$ cat config.mk
export PLATFORM = sky130hd
export DESIGN_NAME = periodic_task_tick_scheduler
export DESIGN_NICKNAME = d
export VERILOG_FILES = /design/src/sv/ptts_pkg.sv /design/src/sv/ptts_cell.sv /design/src/sv/ptts_ring.sv /design/src/sv/periodic_task_tick_scheduler.sv
export SDC_FILE = /design/constraint.sdc
export NUM_CORES = 1
export LEC_CHECK = 0
export ABC_AREA = 0
export BUFFER_PORTS_ARGS = -buffer_cell sky130_fd_sc_hd__buf_2
export CORE_MARGIN = 5
export CORE_UTILIZATION = 40
export DETAILED_ROUTE_END_ITERATION = 12
export GPL_TIMING_DRIVEN = 0
export PLACE_DENSITY_LB_ADDON = 0.1
export SYNTH_ARGS = -nofsm -noshare
export SYNTH_HDL_FRONTEND = slang
export SYNTH_SLANG_ARGS = --single-unit
$ cat constraint.sdc
create_clock -name clk_i -period 12.15 [get_ports clk_i]
set_input_delay 2.43 -clock clk_i [delete_from_list [all_inputs] [get_ports clk_i]]
set_output_delay 2.43 -clock clk_i [all_outputs]
set_load 0.02 [all_outputs]
$ cat src/sv/ptts_pkg.sv
`timescale 1ns / 1ps
`default_nettype none

package ptts_pkg;

  localparam int unsigned TASK_SLOTS_DEF = 16;
  localparam int unsigned RING_DEPTH_DEF = 16;

  localparam int unsigned ID_W    = 8;
  localparam int unsigned CNT_W   = 24;
  localparam int unsigned SLOT_W  = 4;
  localparam int unsigned STAT_W  = 3;
  localparam int unsigned TALLY_W = 5;

  localparam logic [TALLY_W-1:0] TALLY_MAX = '1;

  typedef enum logic [2:0] {
    MODE_PUSH    = 3'd0,
    MODE_POP     = 3'd1,
    MODE_ENABLE  = 3'd2,
    MODE_DISABLE = 3'd3,
    MODE_TICK    = 3'd4,
    MODE_DEQUEUE = 3'd5
  } mode_e;

  typedef enum logic [STAT_W-1:0] {
    STAT_OK     = 3'd0,
    STAT_FULL   = 3'd1,
    STAT_RANGE  = 3'd2,
    STAT_EMPTY  = 3'd3,
    STAT_QEMPTY = 3'd4
  } status_e;

  typedef enum logic [1:0] {
    S_IDLE,
    S_TICK,
    S_FIN
  } state_e;

  typedef struct packed {
    logic [ID_W-1:0]  id;
    logic [CNT_W-1:0] period;
    logic [CNT_W-1:0] countdown;
    logic             active;
  } slot_t;

  typedef struct packed {
    logic shift;
    logic load;
    logic act_we;
    logic act_val;
  } cell_ctrl_t;

  typedef struct packed {
    logic push;
    logic pop;
  } ring_ctrl_t;

  typedef struct packed {
    logic full;
    logic empty;
  } ring_stat_t;

endpackage

`default_nettype wire

$ cat src/sv/ptts_cell.sv
`timescale 1ns / 1ps
`default_nettype none

// One table slot. Shifts towards slot 0 during a tick sweep.
module ptts_cell
  import ptts_pkg::*;
(
  input  wire        clk_i,
  input  cell_ctrl_t ctrl_i,
  input  slot_t      nb_i,
  input  slot_t      load_i,
  output slot_t      slot_o
);

  slot_t slot_q, slot_d;

  always_comb begin
    slot_d = slot_q;
    if (ctrl_i.shift) begin
      slot_d = nb_i;
    end else if (ctrl_i.load) begin
      slot_d = load_i;
    end else if (ctrl_i.act_we) begin
      slot_d.active = ctrl_i.act_val;
    end
  end

  always_ff @(posedge clk_i) begin
    slot_q <= slot_d;
  end

  assign slot_o = slot_q;

endmodule

`default_nettype wire

$ cat src/sv/ptts_ring.sv
`timescale 1ns / 1ps
`default_nettype none

// Ready ring; one entry always kept free. Head entry read every cycle.
module ptts_ring
  import ptts_pkg::*;
#(
  parameter int unsigned RING_DEPTH = RING_DEPTH_DEF
) (
  input  wire             clk_i,
  input  wire             rst_ni,
  input  ring_ctrl_t      ctrl_i,
  input  wire [ID_W-1:0]  push_id_i,
  output ring_stat_t      stat_o,
  output logic [ID_W-1:0] head_id_o
);

  localparam int unsigned RW = (RING_DEPTH > 1) ? $clog2(RING_DEPTH) : 1;
  localparam logic [RW-1:0] LAST = RW'(RING_DEPTH - 1);

  logic [ID_W-1:0] mem [RING_DEPTH];
  logic [RW-1:0]   head_q, head_d, tail_q, tail_d, tail_nx;
  logic [ID_W-1:0] rd_q;

  assign tail_nx     = (tail_q == LAST) ? '0 : tail_q + RW'(1);
  assign stat_o.full  = (tail_nx == head_q);
  assign stat_o.empty = (tail_q == head_q);

  always_comb begin
    head_d = head_q;
    tail_d = tail_q;
    if (ctrl_i.push) begin
      tail_d = tail_nx;
    end
    if (ctrl_i.pop) begin
      head_d = (head_q == LAST) ? '0 : head_q + RW'(1);
    end
  end

  always_ff @(posedge clk_i or negedge rst_ni) begin
    if (!rst_ni) begin
      head_q <= '0;
      tail_q <= '0;
    end else begin
      head_q <= head_d;
      tail_q <= tail_d;
    end
  end

  always_ff @(posedge clk_i) begin
    if (ctrl_i.push) begin
      mem[tail_q] <= push_id_i;
    end
    rd_q <= mem[head_q];
  end

  assign head_id_o = rd_q;

endmodule

`default_nettype wire

$ cat src/sv/periodic_task_tick_scheduler.sv
`timescale 1ns / 1ps
`default_nettype none

// Periodic task scheduler: a table of countdown tasks and a ready ring of ids.
// Input beats arrive on s_axis_*; tuser carries the mode (push, pop, enable,
// disable, tick, dequeue), tdata the operands. Every input beat yields exactly
// one result beat on m_axis_*; tuser carries the status code, tdata the
// result fields.
// Push, pop, enable, disable, dequeue and unused modes go from accept
// straight to the finish state, which loads the output register. A tick
// first runs a sweep state before the finish state: the table is a row of
// slot cells that rotates by one cell per cycle, so every slot passes the
// single read-modify-write unit at cell 0 once, in slot order, and lands
// back in its own cell at the end of the sweep. Fired ids go into the ring
// at most one per cycle during the sweep; an id that finds the ring full is
// dropped and counted.
// One item is in flight at a time; s_axis_tready is high while idle.
// The result sits in an output register: the next input beat is taken while
// it waits, but that item cannot finish until the receiver has taken the
// earlier result, so a stalled receiver stalls the block after one beat.
// Reset (rst_ni low, asynchronous) empties the table and the ring and puts
// the scheduler to sleep; table and ring contents themselves are not cleared.
module periodic_task_tick_scheduler
  import ptts_pkg::*;
#(
  parameter int unsigned TASK_SLOTS = TASK_SLOTS_DEF,
  parameter int unsigned RING_DEPTH = RING_DEPTH_DEF
) (
  input  wire         clk_i,
  input  wire         rst_ni,
  input  wire         s_axis_tvalid,
  output logic        s_axis_tready,
  // [7:0] task_id, [31:8] period, [55:32] start_count, [56] start_active,
  // [60:57] slot_index, [84:61] elapsed_ticks, [87:85] zero
  input  wire  [87:0] s_axis_tdata,
  // [2:0] mode
  input  wire  [2:0]  s_axis_tuser,
  output logic        m_axis_tvalid,
  input  wire         m_axis_tready,
  // [3:0] result_slot, [11:4] ready_id, [16:12] fired_count,
  // [21:17] dropped_count, [22] awake, [23] zero
  output logic [23:0] m_axis_tdata,
  // [2:0] status
  output logic [2:0]  m_axis_tuser
);

  // count width holds 0..TASK_SLOTS; compare width also covers slot_index
  localparam int unsigned CW   = $clog2(TASK_SLOTS + 1);
  localparam int unsigned CMPW = (CW > SLOT_W) ? CW : SLOT_W;
  localparam logic [CW-1:0] FULL_CNT = CW'(TASK_SLOTS);
  localparam logic [CW-1:0] LAST_K   = CW'(TASK_SLOTS - 1);

  state_e state_q, state_d;

  // latched input beat
  mode_e              mode_q, mode_d;
  slot_t              push_q, push_d;
  logic [SLOT_W-1:0]  sidx_q, sidx_d;
  logic [CNT_W-1:0]   el_q, el_d;

  logic [CW-1:0]      count_q, count_d;
  logic [CW-1:0]      k_q, k_d;
  logic [TALLY_W-1:0] fired_q, fired_d, drop_q, drop_d;
  logic               awake_q, awake_d;

  // output register
  logic               mv_q, mv_d;
  status_e            mst_q, mst_d;
  logic [SLOT_W-1:0]  mslot_q, mslot_d;
  logic [ID_W-1:0]    mid_q, mid_d;
  logic [TALLY_W-1:0] mfired_q, mfired_d, mdrop_q, mdrop_d;

  slot_t      cell_q  [TASK_SLOTS];
  slot_t      cell_nb [TASK_SLOTS];
  cell_ctrl_t cctrl   [TASK_SLOTS];

  ring_ctrl_t      rctrl;
  ring_stat_t      rstat;
  logic [ID_W-1:0] rhead;

  logic  s_acc, out_free, fin_go, hit, fire;
  slot_t proc;
  logic [CMPW-1:0] cnt_ext, idx_ext;

  assign s_acc    = s_axis_tvalid && s_axis_tready;
  assign out_free = !mv_q || m_axis_tready;
  assign fin_go   = (state_q == S_FIN) && out_free;
  assign cnt_ext  = CMPW'(count_q);
  assign idx_ext  = CMPW'(sidx_q);

  // read-modify-write unit at cell 0
  assign hit  = (state_q == S_TICK) && (k_q < count_q) && cell_q[0].active;
  assign fire = el_q >= cell_q[0].countdown;

  always_comb begin
    proc = cell_q[0];
    if (hit) begin
      proc.countdown = fire ? cell_q[0].period : cell_q[0].countdown - el_q;
    end
  end

  assign rctrl.push = hit && fire && !rstat.full;
  assign rctrl.pop  = fin_go && (mode_q == MODE_DEQUEUE) && !rstat.empty;

  for (genvar i = 0; i < TASK_SLOTS; i++) begin : g_cell
    if (i == TASK_SLOTS - 1) begin : g_tail
      assign cell_nb[i] = proc;
    end else begin : g_mid
      assign cell_nb[i] = cell_q[i+1];
    end

    assign cctrl[i].shift   = (state_q == S_TICK);
    assign cctrl[i].load    = fin_go && (mode_q == MODE_PUSH) && (count_q != FULL_CNT)
                              && (count_q == CW'(i));
    assign cctrl[i].act_we  = fin_go && ((mode_q == MODE_ENABLE) || (mode_q == MODE_DISABLE))
                              && (idx_ext < cnt_ext) && (idx_ext == CMPW'(i));
    assign cctrl[i].act_val = (mode_q == MODE_ENABLE);

    ptts_cell u_cell (
      .clk_i  (clk_i),
      .ctrl_i (cctrl[i]),
      .nb_i   (cell_nb[i]),
      .load_i (push_q),
      .slot_o (cell_q[i])
    );
  end

  ptts_ring #(
    .RING_DEPTH (RING_DEPTH)
  ) u_ring (
    .clk_i     (clk_i),
    .rst_ni    (rst_ni),
    .ctrl_i    (rctrl),
    .push_id_i (cell_q[0].id),
    .stat_o    (rstat),
    .head_id_o (rhead)
  );

  always_ff @(posedge clk_i or negedge rst_ni) begin
    if (!rst_ni) begin
      state_q <= S_IDLE;
      count_q <= '0;
      awake_q <= 1'b0;
      mv_q    <= 1'b0;
      k_q     <= '0;
      fired_q <= '0;
      drop_q  <= '0;
    end else begin
      state_q <= state_d;
      count_q <= count_d;
      awake_q <= awake_d;
      mv_q    <= mv_d;
      k_q     <= k_d;
      fired_q <= fired_d;
      drop_q  <= drop_d;
    end
  end

  always_ff @(posedge clk_i) begin
    mode_q   <= mode_d;
    push_q   <= push_d;
    sidx_q   <= sidx_d;
    el_q     <= el_d;
    mst_q    <= mst_d;
    mslot_q  <= mslot_d;
    mid_q    <= mid_d;
    mfired_q <= mfired_d;
    mdrop_q  <= mdrop_d;
  end

  always_comb begin
    state_d  = state_q;
    mode_d   = mode_q;
    push_d   = push_q;
    sidx_d   = sidx_q;
    el_d     = el_q;
    count_d  = count_q;
    k_d      = k_q;
    fired_d  = fired_q;
    drop_d   = drop_q;
    awake_d  = awake_q;
    mv_d     = mv_q && !m_axis_tready;
    mst_d    = mst_q;
    mslot_d  = mslot_q;
    mid_d    = mid_q;
    mfired_d = mfired_q;
    mdrop_d  = mdrop_q;
    s_axis_tready = (state_q == S_IDLE);

    case (state_q)
      S_IDLE: begin
        if (s_acc) begin
          mode_d           = mode_e'(s_axis_tuser);
          push_d.id        = s_axis_tdata[7:0];
          push_d.period    = s_axis_tdata[31:8];
          push_d.countdown = s_axis_tdata[55:32];
          push_d.active    = s_axis_tdata[56];
          sidx_d           = s_axis_tdata[60:57];
          el_d             = s_axis_tdata[84:61];
          k_d              = '0;
          fired_d          = '0;
          drop_d           = '0;
          state_d = (mode_e'(s_axis_tuser) == MODE_TICK) ? S_TICK : S_FIN;
        end
      end
      S_TICK: begin
        if (hit && fire) begin
          if (fired_q != TALLY_MAX) begin
            fired_d = fired_q + TALLY_W'(1);
          end
          if (rstat.full && (drop_q != TALLY_MAX)) begin
            drop_d = drop_q + TALLY_W'(1);
          end
        end
        k_d = k_q + CW'(1);
        if (k_q == LAST_K) begin
          state_d = S_FIN;
        end
      end
      S_FIN: begin
        if (out_free) begin
          mv_d     = 1'b1;
          mst_d    = STAT_OK;
          mslot_d  = '0;
          mid_d    = '0;
          mfired_d = '0;
          mdrop_d  = '0;
          state_d  = S_IDLE;
          case (mode_q)
            MODE_PUSH: begin
              if (count_q != FULL_CNT) begin
                mslot_d = cnt_ext[SLOT_W-1:0];
                count_d = count_q + CW'(1);
              end else begin
                mst_d = STAT_FULL;
              end
            end
            MODE_POP: begin
              if (count_q != '0) begin
                count_d = count_q - CW'(1);
              end else begin
                mst_d = STAT_EMPTY;
              end
            end
            MODE_ENABLE, MODE_DISABLE: begin
              if (!(idx_ext < cnt_ext)) begin
                mst_d = STAT_RANGE;
              end
            end
            MODE_TICK: begin
              mfired_d = fired_q;
              mdrop_d  = drop_q;
              if (fired_q != '0) begin
                awake_d = 1'b1;
              end
            end
            MODE_DEQUEUE: begin
              if (rstat.empty) begin
                mst_d   = STAT_QEMPTY;
                awake_d = 1'b0;
              end else begin
                mid_d = rhead;
              end
            end
            default: begin
            end
          endcase
        end
      end
      default: begin
        state_d = S_IDLE;
      end
    endcase
  end

  assign m_axis_tvalid = mv_q;
  assign m_axis_tuser  = mst_q;
  assign m_axis_tdata  = {1'b0, awake_q, mdrop_q, mfired_q, mid_q, mslot_q};

endmodule

`default_nettype wire
==> flow_summary.json <==
{
  "clkSlewWorstSetupHoldPaths_ns": 0.06,
  "worst_pin_slew_ns": 1.41,
  "ys_seq_area_share_pct": 73.2,
  "synth_top_area_share_pct": 71.2,
  "hold_viol": 0,
  "cts_setup_buffers": 0,
  "grt_overflow": 0,
  "yosys_register_bits": 1193,
  "dominantRegCellSynth": "edfxtp_1",
  "synth_cell_types": 81,
  "initial_utilization_pct": 40.1,
  "end_kind": "flip-flop",
  "fmax_ghz": 0.195,
  "powerDensity_mw_per_mm2": 183,
  "drtIter0Drc": 2108,
  "grt_util_all_layers_pct": 19.3,
  "finalSetupTns_ns": 0,
  "rows": 128,
  "antenna_found_initial": 7,
  "post-dp-hpwl_um": 87800,
  "slew_violations": 0,
  "via_count": 27393,
  "yosys_warnings": 0,
  "synth_edf_count": 1153,
  "n_antenna_cell": 0,
  "arrival_ns": 5.56,
  "finalClockSkew_ns": 0.0346,
  "clock_sinks": 1193,
  "grt_pass1_wl_um": 184000,
  "avgSynthCellArea_um2": 15.6,
  "max-cap-violations": 0,
  "multi_input_area_mm2": 0.0120,
  "final_cells": 5131,
  "synth_area_leader_cell": "edfxtp_1",
  "fp.dieW_um": 359,
  "max-vdd-ir-drop_v": 0.000141,
  "nFillCells": 10631,
  "ys_async_sr_fraction_pct": 2.68,
  "die_h_um": 359,
  "cts_tree": "done",
  "routed_wl_um": 124000,
  "crit_type": "primary input to flip-flop",
  "dr.pass1.iters": 5,
  "portBuffers": 119,
  "die_area_mm2": 0.129,
  "synthTopCellsByArea": "edfxtp_1 (71%), a21o_1 (14%), clkbuf_1 (1.9%)",
  "status": "completed",
  "path_max_fanout": 28,
  "setup_viol": 0,
  "synthToLayoutAreaGrowth_pct": 16.0,
  "final_common_cell": "edfxtp_1",
  "post-route-min-period_ns": 5.14,
  "startpoint_type": "primary input",
  "cp_data_required_time_ns": 12.57,
  "total_power_mw": 10.3,
  "via_per_inst": 5.34,
  "coreArea_mm2": 0.121,
  "grt_setup_unrepaired": "no",
  "cts_htree_levels": 4,
  "cts_resized": 0,
  "place.gp.congestion": 0.845,
  "period_share_pct": 42.3,
  "grt_pass1_vias": 28502,
  "grt_max_degree": 34,
  "drc": 0,
  "final_nets": 3558,
  "drive_above_1_share_pct": 12.6,
  "slew_headroom_pct": 6.13,
  "layout_common_cells": "edfxtp_1 (1153), a21o_1 (888), clkbuf_1 (267), clkbuf_16 (142), buf_2 (139)",
  "wl_per_cell_um": 24.3,
  "cts_root_buffer": "clkbuf_16",
  "regArea_mm2": 0.0356,
  "holdCritPathClass": "flip-flop to flip-flop",
  "ant_nets": 0,
  "synthesis.nets": 3263,
  "place_inst": 4902,
  "p_leak_nw": 22.8,
  "syn_area_mm2": 0.0486,
  "netlist_instances": 3118,
  "finish.utilization_pct": 46.5,
  "clockBufferDepth": 3,
  "cts_buffers": 134,
  "clkLatencyLatePin_ns": 0.76,
  "hold_buffers": 0,
  "pin_count": 124
}
-- layer usage --
layer	wire, um	global-route usage [%]	vias up
met5	0	0	-
li1	-	-	12444
met4	2930	5.40	0
met2	60300	32.4	655
met1	55700	26.3	14112
met3	5560	2.80	182
-- report_power, final --
part,total [mW],internal (mW),switching [mW],leakage [nW]
Clock,3.91,2.29,1.62,2.05
Sequential,4.95,4.86,0.0909,11.0
Combinational,1.44,0.552,0.893,9.77
Total,10.3,7.71,2.60,22.8
-- critical path, cell delays in order --
cell and delay [ns]:
buf_2 0.07, nand2b_1 0.16, nand2b_1 0.17, inv_1 0.77, and2_1 0.24, buf_2 0.18, nand3_1 0.33, o21ai_4 0.85
buf_12 0.28
-- cells in the mapped netlist, drive strengths merged, types with 10 or more instances --
library cell,instances
and3,19
and2,75
nor2,51
mux4,16
nand4,10
o21bai,19
xor2,16
inv,47
a21oi,71
clkbuf,243
nand2,84
nor3,11
nor2b,12
nand3,26
edfxtp,1153
buf,28
a21o,888
dfrtp,32
o21ai,74
xnor2,24
nand2b,13
mux2i,30
a31oi,17
ha,49
a221oi,12
-- flip-flops by register name, indices dropped and copies added (netlist names), 5 cells and up --
register and count:
push_q 57, g_cell.u_cell.slot_o 912, u_ring.head_id_o 8, k_q 5, mid_q 8, mdrop_q 5, u_ring.mem 128, fired_q 5
mfired_q 5, cnt_ext 5, drop_q 5, el_q 24
-- layout make-up --
type                       count  share of cell area [%]
tap                         1625                    3.60
inverter                      47                   0.313
buffer                       271                    1.89
clock inverter                59                   0.945
clock buffer                 170                    6.54
multi-input combinational   1607                    21.2
timing repair buffer         159                    2.40
sequential                  1193                    63.1
-- per-stage QoR --
stage	worst slack [ns]	hold slack, ns	instance area, um^2
6_report	7.01	0.499	56400
3_3_place_gp	-3.15	0.496	51300
5_1_grt	6.83	0.522	56400
2_1_floorplan	1.79	0.466	48600
4_1_cts	7.09	0.506	56400
3_5_place_dp	6.31	0.492	52200
-- cell families after synthesis --
| group | after synthesis | synth area share [%] |
|---|---|---|
| compound gates | 1134 | 17.0 |
| xor+xnor | 40 | 0.736 |
| fa+ha+maj | 50 | 1.30 |
| buf+inv | 318 | 2.55 |
| flops | 1193 | 73.2 |
| mux | 55 | 1.57 |
| other cells | 1 | 0.00771 |
| simple gates | 327 | 3.64 |
-- worst paths after layout --
| check | end | startpoint | cells after the start | slack, ns |
|---|---|---|---|---|
| worst max-delay path | g_cell[11].u_cell.slot_o[13]$_DFFE_PP_ | m_axis_tready | 9 | 7.01 |
| min in group asynchronous | cnt_ext[4]$_DFFE_PN0P_ | rst_ni | 1 | 1.78 |
| worst min register to register | g_cell[3].u_cell.slot_o[56]$_DFFE_PP_ | g_cell[4].u_cell.slot_o[56]$_DFFE_PP_ | 1 | 0.50 |
| worst max register to register | g_cell[15].u_cell.slot_o[18]$_DFFE_PP_ | state_q[1]$_DFFE_PN0P_ | 8 | 7.27 |
| worst min-delay path | g_cell[3].u_cell.slot_o[56]$_DFFE_PP_ | g_cell[4].u_cell.slot_o[56]$_DFFE_PP_ | 1 | 0.50 |
| max in group asynchronous | drop_q[3]$_DFFE_PN0P_ | rst_ni | 1 | 9.86 |
No activity file was read; power rests on OpenSTA's default activity.
